--- src/design/sra_pkg.sv ---
// Shared types and constants for the staging ring allocator.
`timescale 1ns / 1ps

package sra_pkg;

    // Field widths fixed by the interface
    localparam int SIZE_W   = 27;
    localparam int FENCE_W  = 48;
    localparam int OFFSET_W = 26;
    localparam int STATUS_W = 2;

    // Head alignment in bytes
    localparam int ALIGN_BYTES = 4;

    // Result status codes
    localparam logic [STATUS_W-1:0] STATUS_GRANT    = 2'd0;
    localparam logic [STATUS_W-1:0] STATUS_WAIT     = 2'd1;
    localparam logic [STATUS_W-1:0] STATUS_OVERSIZE = 2'd2;

    // Controller states, one-hot
    typedef enum logic [4:0] {
        ST_IDLE   = 5'b00001,
        ST_ALIGN  = 5'b00010,
        ST_FETCH  = 5'b00100,
        ST_CHECK  = 5'b01000,
        ST_DECIDE = 5'b10000
    } state_t;

    // Commands from controller to datapath
    typedef struct packed {
        logic latch;     // capture the request word
        logic align;     // align / wrap the head
        logic fetch;     // read the oldest live entry
        logic pop;       // retire the oldest live entry
        logic set_tail;  // tail follows the oldest live entry
        logic decide;    // produce the result word
    } cmd_t;

    // Status from datapath to controller
    typedef struct packed {
        logic oversize;
        logic live_empty;
        logic fence_done;
        logic out_busy;
    } stat_t;

endpackage

--- src/design/sra_ctrl.sv ---
// Controller state machine of the staging ring allocator.
`timescale 1ns / 1ps

module sra_ctrl import sra_pkg::*; (
    input  logic  clk,
    input  logic  rst_n,
    input  logic  in_valid,
    output logic  in_ready,
    input  stat_t stat,
    output cmd_t  cmd
);

    state_t state_reg, state_next;

    always_ff @(posedge clk or negedge rst_n)
    begin
        if (!rst_n)
        begin
            state_reg <= ST_IDLE;
        end
        else
        begin
            state_reg <= state_next;
        end
    end

    assign in_ready = (state_reg == ST_IDLE);

    // Next state and commands
    always_comb
    begin
        state_next = state_reg;
        cmd        = '0;
        case (state_reg)
            ST_IDLE:
            begin
                if (in_valid)
                begin
                    cmd.latch  = 1'b1;
                    state_next = ST_ALIGN;
                end
            end
            ST_ALIGN:
            begin
                // oversized words leave all state untouched
                if (stat.oversize)
                begin
                    state_next = ST_DECIDE;
                end
                else
                begin
                    cmd.align  = 1'b1;
                    cmd.fetch  = 1'b1;
                    state_next = ST_CHECK;
                end
            end
            ST_FETCH:
            begin
                cmd.fetch  = 1'b1;
                state_next = ST_CHECK;
            end
            ST_CHECK:
            begin
                if (!stat.live_empty && stat.fence_done)
                begin
                    cmd.pop    = 1'b1;
                    state_next = ST_FETCH;
                end
                else
                begin
                    cmd.set_tail = 1'b1;
                    state_next   = ST_DECIDE;
                end
            end
            ST_DECIDE:
            begin
                if (!stat.out_busy)
                begin
                    cmd.decide = 1'b1;
                    state_next = ST_IDLE;
                end
            end
            default:
            begin
                state_next = ST_IDLE;
            end
        endcase
    end

endmodule

--- config.mk ---
export PLATFORM = sky130hd
export DESIGN_NAME = sra_ctrl
export DESIGN_NICKNAME = d
export VERILOG_FILES = /design/src/design/sra_pkg.sv /design/src/design/sra_ctrl.sv
export SDC_FILE = /design/constraint.sdc
export NUM_CORES = 1
export LEC_CHECK = 0
export ABC_AREA = 0
export BUFFER_PORTS_ARGS = -buffer_cell sky130_fd_sc_hd__buf_4
export CORE_AREA = 8 8 45 47
export DETAILED_ROUTE_END_ITERATION = 7
export DIE_AREA = 0 0 53 55
export PLACE_DENSITY = 0.58
export SLEW_MARGIN = 20
export SYNTH_ARGS = -nofsm -noshare
export SYNTH_HDL_FRONTEND = slang
export SYNTH_SLANG_ARGS = --single-unit
--- constraint.sdc ---
create_clock -name clk -period 1.4 [get_ports clk]
set_input_delay 0.07 -clock clk [delete_from_list [all_inputs] [get_ports clk]]
set_output_delay 0.07 -clock clk [all_outputs]
set_load 0.01 [all_outputs]
==> results.yml, run 1 <==
layout:
  n_antenna_cell: 0
  top_library_cells_by_usage_in_the_layout_fill_and_taps_aside: "buf_4, nor2_1, dfrtp_2"
  syn2layout_area_growth_pct: 64.4
  final_nets: 66
  mostFrequentLayoutCell: "buf_4"
  post_route_cells_drive_above_1_share_pct: 63.8
  n_fill_cell: 149
  flip_flop_count_of_the_largest_register_after_layout: 5
  finalCoreUtilization_pct: 39.7
  design_area_um2: 549
synthesis:
  synth_sequential_area_ratio_pct: 37.8
  register_bit_count_reported_by_yosys: 5
  syn_area_um2: 334
  synth_fp_nets: 44
  synth.avg_cell_area_um2: 9.03
  syn_inst: 37
  synth.lib_cells_used.distinct: 20
  ys_warn_count: 0
setup_path:
  critical_path.n_buffers_inverters: 1
  critical_path.max_fanout: 6
  worstPathCellList: "nor2_2, mux2i_2, nor4_2, buf_4"
  cp_data_required_time_ps: 1330
  worst_path_dominant_cell_family: "flip-flops"
  criticalPathCategory: "register to output port"
  worst_setup_path_start_kind: "register"
  critPathMaxStageDelay_ps: 470
  rrSetupSlack_ps: 160
  critPathArrivalTime_ps: 1300
  cell_at_the_slowest_stage_of_the_critical_path: "dfrtp_2"
  element_type_at_the_critical_path_end: "output port"
sta:
  fin_setup_tns_ps: 0
  period_share_pct: 98.0
  slew_headroom_pct: 76.8
  timing.fmax_mhz: 729
  worstMarginPinSlew_ps: 345
  rsz0062_at_grt: "true"
  report.final.setup_viol: 0
  finClkSkew_ps: 2.59
  final-max-slew-violation-count: 0
  setup_ws_ps: 28.3
  final_period_minus_worst_setup_slack_ps: 1370
  final-hold-violation-count: 0
floorplanning:
  placement_rows: 14
  design.die.area_mm2: 0.00292
  core_area_mm2: 0.00138
  die-height_um: 55
  io-pin-count: 14
  die_w_um: 53
  effective_utilization_at_floorplan_pct: 24.1
clocking:
  clock_insertion_delay_worst_skew_ps: 240
  clock-sinks: 5
  clockRootBuffer: "clkbuf_4"
  htree_levels: 1
  cts_inserted_buffers: 3
  clock_slew_seen_by_the_registers_of_the_worst_setup_and_hold_paths_ps: 40
  tritoncts: "done"
  cts.path.max_buffers: 2
power:
  vdd.ir_drop.worst_uv: 470
  p_per_area_mw_per_mm2: 1440
  power.static_leakage_uw: 0.000249
placement:
  place.detailed.hpwl_um: 638
  port_buffers: 13
  placed_cell_area_um2: 442
  routability_cong: 0.765
  preCtsSetupSlack_ps: 194
routing:
  post-route-drc-count: 0
  vias_per_cell: 4.69
  detail-route-antenna-nets: 0
  route.final.wire_length_um: 911
  starting_drt_drc_count: 2
  wl_per_cell_um: 12.3
  first_pass_iters: 2
  route.vias.total: 347
global_routing:
  grt_overflow_total: 0
  grt_use_total_pct: 6.03
  grt_first_pass_wirelength_um: 1270
  grt_start_max_net_pins: 9
  grt_antenna_before_repair: 0
  grt_pass1_vias: 321
flow_run:
  maxcap_violations: 0
outcome:
  run_status: "complete, no violations"
hold_path:
  hold_class: "primary input to register"
[power by group]
part,total (uW),internal (uW),switching [uW]
Clock,166,108,58.7
Combinational,342,214,128
Sequential,282,192,89.8
[layer usage]
layer / GRT usage (%) / wire, um / vias up
met1: 6.45 / 394 / 164
met3: 3.48 / 50 / 0
met4: 5.17 / 0 / 0
li1: - / - / 175
met2: 8.40 / 466 / 8
met5: 0 / 0 / -
[cell families (layout without fill, tap and decap cells)]
kind of cell    after synthesis  in the layout  share of synthesized area (%)
simple gates                 24             24                           47.6
flops                         5              5                           37.8
buf+inv                       5             26                           6.37
compound gates                1              1                           2.62
xor+xnor                      1              1                           2.62
mux                           1              1                           3.00
[what timing repair did]
action                                  4_1_cts  5_1_grt
hold endpoints to repair                      5        0
endpoints found under the setup margin        1        5
hold buffers                                  1        0
gates cloned                                  0        0
pin swaps                                     1        3
setup buffers                                 0        5
gates resized for setup                       1       10
[final timing paths]
check                             startpoint  depth (start not counted)      endpoint
worst max-delay path            state_reg[2]                          4        cmd[3]
worst min-delay path                 stat[1]                          3  state_reg[2]
worst max register to register  state_reg[0]                          3  state_reg[0]
worst min register to register  state_reg[3]                          1  state_reg[3]
max in group asynchronous              rst_n                          2  state_reg[0]
min in group asynchronous              rst_n                          2  state_reg[1]
[worst min-delay path: stages]
cell and delay, ps:
buf_4 80, nand2b_1 70, nor2_1 80
[through the flow]
| step | power [uW] | instances | hold slack (ps) |
|---|---|---|---|
| CTS | 706 | 69 | 101 |
| global route | 857 | 74 | 120 |
| finish | 791 | 74 | 103 |
| global placement | 525 | 64 | -127 |
| floorplan | 423 | 37 | -226 |
| detailed placement | 530 | 64 | -125 |
[Yosys cell counts, drive strengths merged]
master	number	area (um^2)
nand3	3	15.0
xnor2	1	8.76
dfrtp	4	100
nand4	1	6.26
and3	1	11.3
o221ai	1	8.76
nor2	9	36.3
and4b	2	23.8
mux2i	1	10.0
nor3	1	10.0
and3b	1	10.0
inv	3	11.3
dfstp	1	26.3
buf	2	10.0
nor4	4	31.3
nand2b	1	6.26
and4	1	8.76
[area by class of cell]
cell class	count	area [um^2]	area share, %
Clock buffer	4	26.3	4.78
Inverter	3	11.3	2.05
Multi-Input combinational cell	27	215	39.2
Sequential cell	5	131	23.9
Tap cell	16	20.0	3.64
Timing Repair Buffer	19	145	26.4
Power figures use the tool's default switching activity.
==> run 2, diff against run 1 <==
- RECOVER_POWER: default -> 50
==> run 2 against run 1 <==
Effect of this change:
- via count did not move
- worst setup slack is the same
- clock skew about the same
- critical path depth unchanged
- hold slack unchanged
- wire length down 0.22%
- sequential share of layout area up 0.16 points
- core utilization fell by 0.27 points
- die area stayed put
- combinational power about the same
- highest routed layer unchanged
==> results.yml, run 2 (same netlist as run 1, synthesis figures left out) <==
layout:
  syn2layout_area_growth_pct: 63.3
  n_antenna_cell: 0
  finalCoreUtilization_pct: 39.4
  post_route_cells_drive_above_1_share_pct: 62.1
  n_fill_cell: 151
  layout.cells.non_filler: 74
  final_nets: 66
  design_area_um2: 546
  mostFrequentLayoutCell: "buf_4"
  flip_flop_count_of_the_largest_register_after_layout: 5
  top_library_cells_by_usage_in_the_layout_fill_and_taps_aside: "buf_4, nor2_1, dfrtp_2"
placement:
  routability_cong: 0.765
  dp.cells: 64
  port_buffers: 13
  placed_cell_area_um2: 442
  place.detailed.hpwl_um: 638
routing:
  post-route-drc-count: 0
  vias_per_cell: 4.69
  first_pass_iters: 2
  starting_drt_drc_count: 2
  route.final.wire_length_um: 909
  wl_per_cell_um: 12.3
  detail-route-antenna-nets: 0
  route.vias.total: 347
clocking:
  clockRootBuffer: "clkbuf_4"
  clock_insertion_delay_worst_skew_ps: 240
  cts.path.max_buffers: 2
  clock_slew_seen_by_the_registers_of_the_worst_setup_and_hold_paths_ps: 40
  clock-sinks: 5
  cts_inserted_buffers: 3
  tritoncts: "done"
  htree_levels: 1
sta:
  report.final.setup_viol: 0
  rsz0062_at_grt: "true"
  period_share_pct: 98.0
  timing.fmax_mhz: 729
  final-max-slew-violation-count: 0
  worstMarginPinSlew_ps: 345
  final_period_minus_worst_setup_slack_ps: 1370
  final-hold-violation-count: 0
  finClkSkew_ps: 2.59
  slew_headroom_pct: 76.8
  fin_setup_tns_ps: 0
global_routing:
  grt_first_pass_wirelength_um: 1270
  grt_overflow_total: 0
  grt_antenna_before_repair: 0
  grt_pass1_vias: 321
  grt_use_total_pct: 6.03
  grt_start_max_net_pins: 9
floorplanning:
  io-pin-count: 14
  die_w_um: 53
  placement_rows: 14
  effective_utilization_at_floorplan_pct: 24.1
  core_area_mm2: 0.00138
  design.die.area_mm2: 0.00292
  die-height_um: 55
setup_path:
  critical_path.max_fanout: 6
  cp_data_required_time_ps: 1330
  critPathArrivalTime_ps: 1300
  element_type_at_the_critical_path_end: "output port"
  criticalPathCategory: "register to output port"
  worst_setup_path_start_kind: "register"
hold_path:
  hold_class: "primary input to register"
power:
  p_total_uw: 790
  p_per_area_mw_per_mm2: 1450
  vdd.ir_drop.worst_uv: 469
  power.static_leakage_uw: 0.000245
flow_run:
  maxcap_violations: 0
outcome:
  run_status: "complete, no violations"
## run 2: final timing paths
path	from	endpoint	slack, ps	cells after the start
setup / recovery	state_reg[2]	cmd[3]	30	4
hold / removal	stat[1]	state_reg[2]	100	3
hold reg to reg	state_reg[3]	state_reg[3]	560	1
max in group asynchronous	rst_n	state_reg[0]	910	2
setup reg to reg	state_reg[0]	state_reg[0]	160	3
min in group asynchronous	rst_n	state_reg[1]	220	2
## run 2: per-stage QoR
step / hold WS [ps] / setup WS (ps)
2_1_floorplan: -226 / 283
3_3_place_gp: -127 / 235
3_5_place_dp: -125 / 194
4_1_cts: 101 / -7.83
5_1_grt: 120 / -36.5
6_report: 103 / 28.3
## run 2: area by class of cell
| cell class | instances | area (um^2) | share of cell area [%] |
|---|---|---|---|
| well taps | 16 | 20.0 | 3.67 |
| clock buffers | 4 | 26.3 | 4.82 |
| flip-flops and latches | 5 | 131 | 24.1 |
| repair buffers | 19 | 141 | 25.9 |
| inverters | 3 | 11.3 | 2.06 |
| multi-input cells | 27 | 215 | 39.4 |
## run 2: critical path, cell delays in order (launching register included)
cell     delay, ps
dfrtp_2        470
nor2_2         120
mux2i_2         90
nor4_2         230
buf_4          160
## run 2: metal layers
layer	part of all wire, %	GRT usage, %
met5	0	0
met2	51	8.40
met1	43	6.45
met3	5.5	3.48
met4	0	5.17
## run 2: power breakdown
| part | switching [uW] | leakage, uW | internal [uW] |
|---|---|---|---|
| combinational | 128 | 0.000172 | 213 |
| sequential | 89.8 | 0.0000588 | 192 |
| clock | 58.7 | 0.0000150 | 108 |
## run 2: repair_timing
item,4_1_cts,5_1_grt
hold buffers,1,0
buffers inserted,0,5
hold endpoints to repair,5,0
pin swaps,1,3
gates resized for setup,1,10
endpoints found under the setup margin,1,5
==> run 3, diff against run 2 <==
- SETUP_SLACK_MARGIN: default -> 0.05
==> run 3 against run 2 <==
Effect of this change:
- register-to-register slack gained 20 ps
- critical path depth is the same
- combinational power grew 12%
- wire length is the same
- final cell count grew 2.7%
- core utilization grew 1.7 points
- sequential share of layout area shrank 1.0 points
- flip-flop and latch count is the same
- total power grew 3.7%
- non-clock buffer count grew 2
- critical path type unchanged
- worst setup slack gained 18 ps
==> results.yml, run 3 (same netlist as run 1, synthesis figures left out) <==
global_routing:
  grt_overflow_total: 0
  grt_first_pass_wirelength_um: 1360
  grt_antenna_before_repair: 0
  grt_pass1_vias: 338
  met2_demand_to_capacity_share_in_global_routing_pct: 9.57
  grt_use_total_pct: 6.42
  global_route.peak_usage_layer: "met2"
  gr-usage-met3_pct: 3.48
  met1_usage_pct: 6.61
  grt_start_max_net_pins: 9
layout:
  n_antenna_cell: 0
  top_library_cells_by_usage_in_the_layout_fill_and_taps_aside: "buf_4, nor2_1, dfrtp_2"
  finalCoreUtilization_pct: 41.1
  flip_flop_count_of_the_largest_register_after_layout: 5
  final_nets: 68
  post_route_cells_drive_above_1_share_pct: 65.0
  mostFrequentLayoutCell: "buf_4"
  syn2layout_area_growth_pct: 70.4
setup_path:
  cp_data_required_time_ps: 1330
  critical_path.max_fanout: 6
  element_type_at_the_critical_path_end: "output port"
  criticalPathCategory: "register to output port"
  cell_at_the_slowest_stage_of_the_critical_path: "dfrtp_2"
  critPathMaxStageDelay_ps: 460
  worstPathCellList: "nor2_2, mux2i_2, nor4_2, buf_4"
  critPathArrivalTime_ps: 1280
  worst_setup_path_start_kind: "register"
hold_path:
  hold_class: "primary input to register"
power:
  p_per_area_mw_per_mm2: 1440
  switchingPower_uw: 284
  pwr-share-clk_pct: 20.4
  p_total_uw: 819
  swShare_pct: 34.7
  power.share.sequential_pct: 33.0
  power.static_leakage_uw: 0.000257
  vdd.ir_drop.worst_uv: 576
  share_comb_of_total_power_pct: 46.6
  intPower_uw: 535
floorplanning:
  core_area_mm2: 0.00138
  placement_rows: 14
  die_w_um: 53
  die-height_um: 55
  design.die.area_mm2: 0.00292
  io-pin-count: 14
  effective_utilization_at_floorplan_pct: 24.1
clocking:
  htree_levels: 1
  clock_slew_seen_by_the_registers_of_the_worst_setup_and_hold_paths_ps: 40
  cts_inserted_buffers: 3
  clock_insertion_delay_worst_skew_ps: 240
  clock-sinks: 5
  clockRootBuffer: "clkbuf_4"
  tritoncts: "done"
  cts.path.max_buffers: 2
routing:
  route.final.wire_length_um: 909
  vias_per_cell: 4.79
  post-route-drc-count: 0
  route.vias.total: 364
  detail-route-antenna-nets: 0
  starting_drt_drc_count: 2
  wl_per_cell_um: 12.0
  first_pass_iters: 2
sta:
  worstMarginPinSlew_ps: 335
  slew_headroom_pct: 77.5
  finClkSkew_ps: 1.65
  report.final.setup_viol: 0
  final_period_minus_worst_setup_slack_ps: 1350
  period_share_pct: 96.7
  final-hold-violation-count: 0
  final-max-slew-violation-count: 0
  rsz0062_at_grt: "true"
  timing.fmax_mhz: 739
placement:
  routability_cong: 0.765
  place.detailed.hpwl_um: 638
  port_buffers: 13
flow_run:
  maxcap_violations: 0
outcome:
  run_status: "complete, no violations"
==> run 3: cell count changes in the layout (fill, tap and decap cells not counted) <==
cell,change
buf_4,+1
buf_6,+1
nand3_1,-1
nand3_2,+1
==> run 3: metal layers <==
layer	part of all wire (%)	vias up	wire [um]
met5	0	-	0
met4	0	0	0
met3	5.7	0	52
met2	50	8	452
met1	44	174	404
li1	-	182	-
==> run 3: power by group through the flow <==
stage                     Sequential (uW)  Combinational (uW)  Clock [uW]
final                                 270                 382         167
after global routing                  282                 417         193
after CTS                             259                 292         174
after detailed placement              256                 274           0
after global placement                255                 270           0
after floorplan                       225                 197           0
==> run 3: worst paths after layout <==
path                       slack (ps)    startpoint  cells after the start            to
setup reg to reg                  180  state_reg[0]                      3  state_reg[0]
setup / recovery                   50  state_reg[2]                      4        cmd[3]
hold / removal                    100       stat[1]                      3  state_reg[2]
max in group asynchronous         920         rst_n                      2  state_reg[0]
min in group asynchronous         210         rst_n                      2  state_reg[1]
hold reg to reg                   580  state_reg[4]                      1  state_reg[3]
==> run 3: cell type report <==
type | count | area, um^2
clock buffer | 4 | 26.3
fill | 145 | 815
inverter | 3 | 11.3
multi-input combinational | 27 | 220
sequential | 5 | 131
tap | 16 | 20.0
timing repair buffer | 21 | 160
==> run 3: per-stage QoR <==
step	hold slack (ps)	area (um^2)	TNS [ps]	std cells	setup WS (ps)
after global placement	-127	442	0	64	235
final	101	569	0	76	46.1
after CTS	101	504	0	71	22.2
after floorplan	-226	334	0	37	283
after detailed placement	-125	442	0	64	194
after global routing	113	569	-53.8	76	-29.8
==> run 3: timing repair <==
item                                   4_1_cts  5_1_grt
hold buffers                                 1        0
pin swaps                                    1        3
buffers inserted                             2        5
gates resized for setup                      4        9
endpoints found under the hold margin        5        0
setup endpoints to repair                    5        6
==> run 3: critical path, delay by kind of cell, from the launching register on <==
| kind | cells | cell delay (ps) |
|---|---|---|
| buf+inv | 1 | 160 |
| flops | 1 | 460 |
| mux | 1 | 90 |
| simple gates | 2 | 330 |
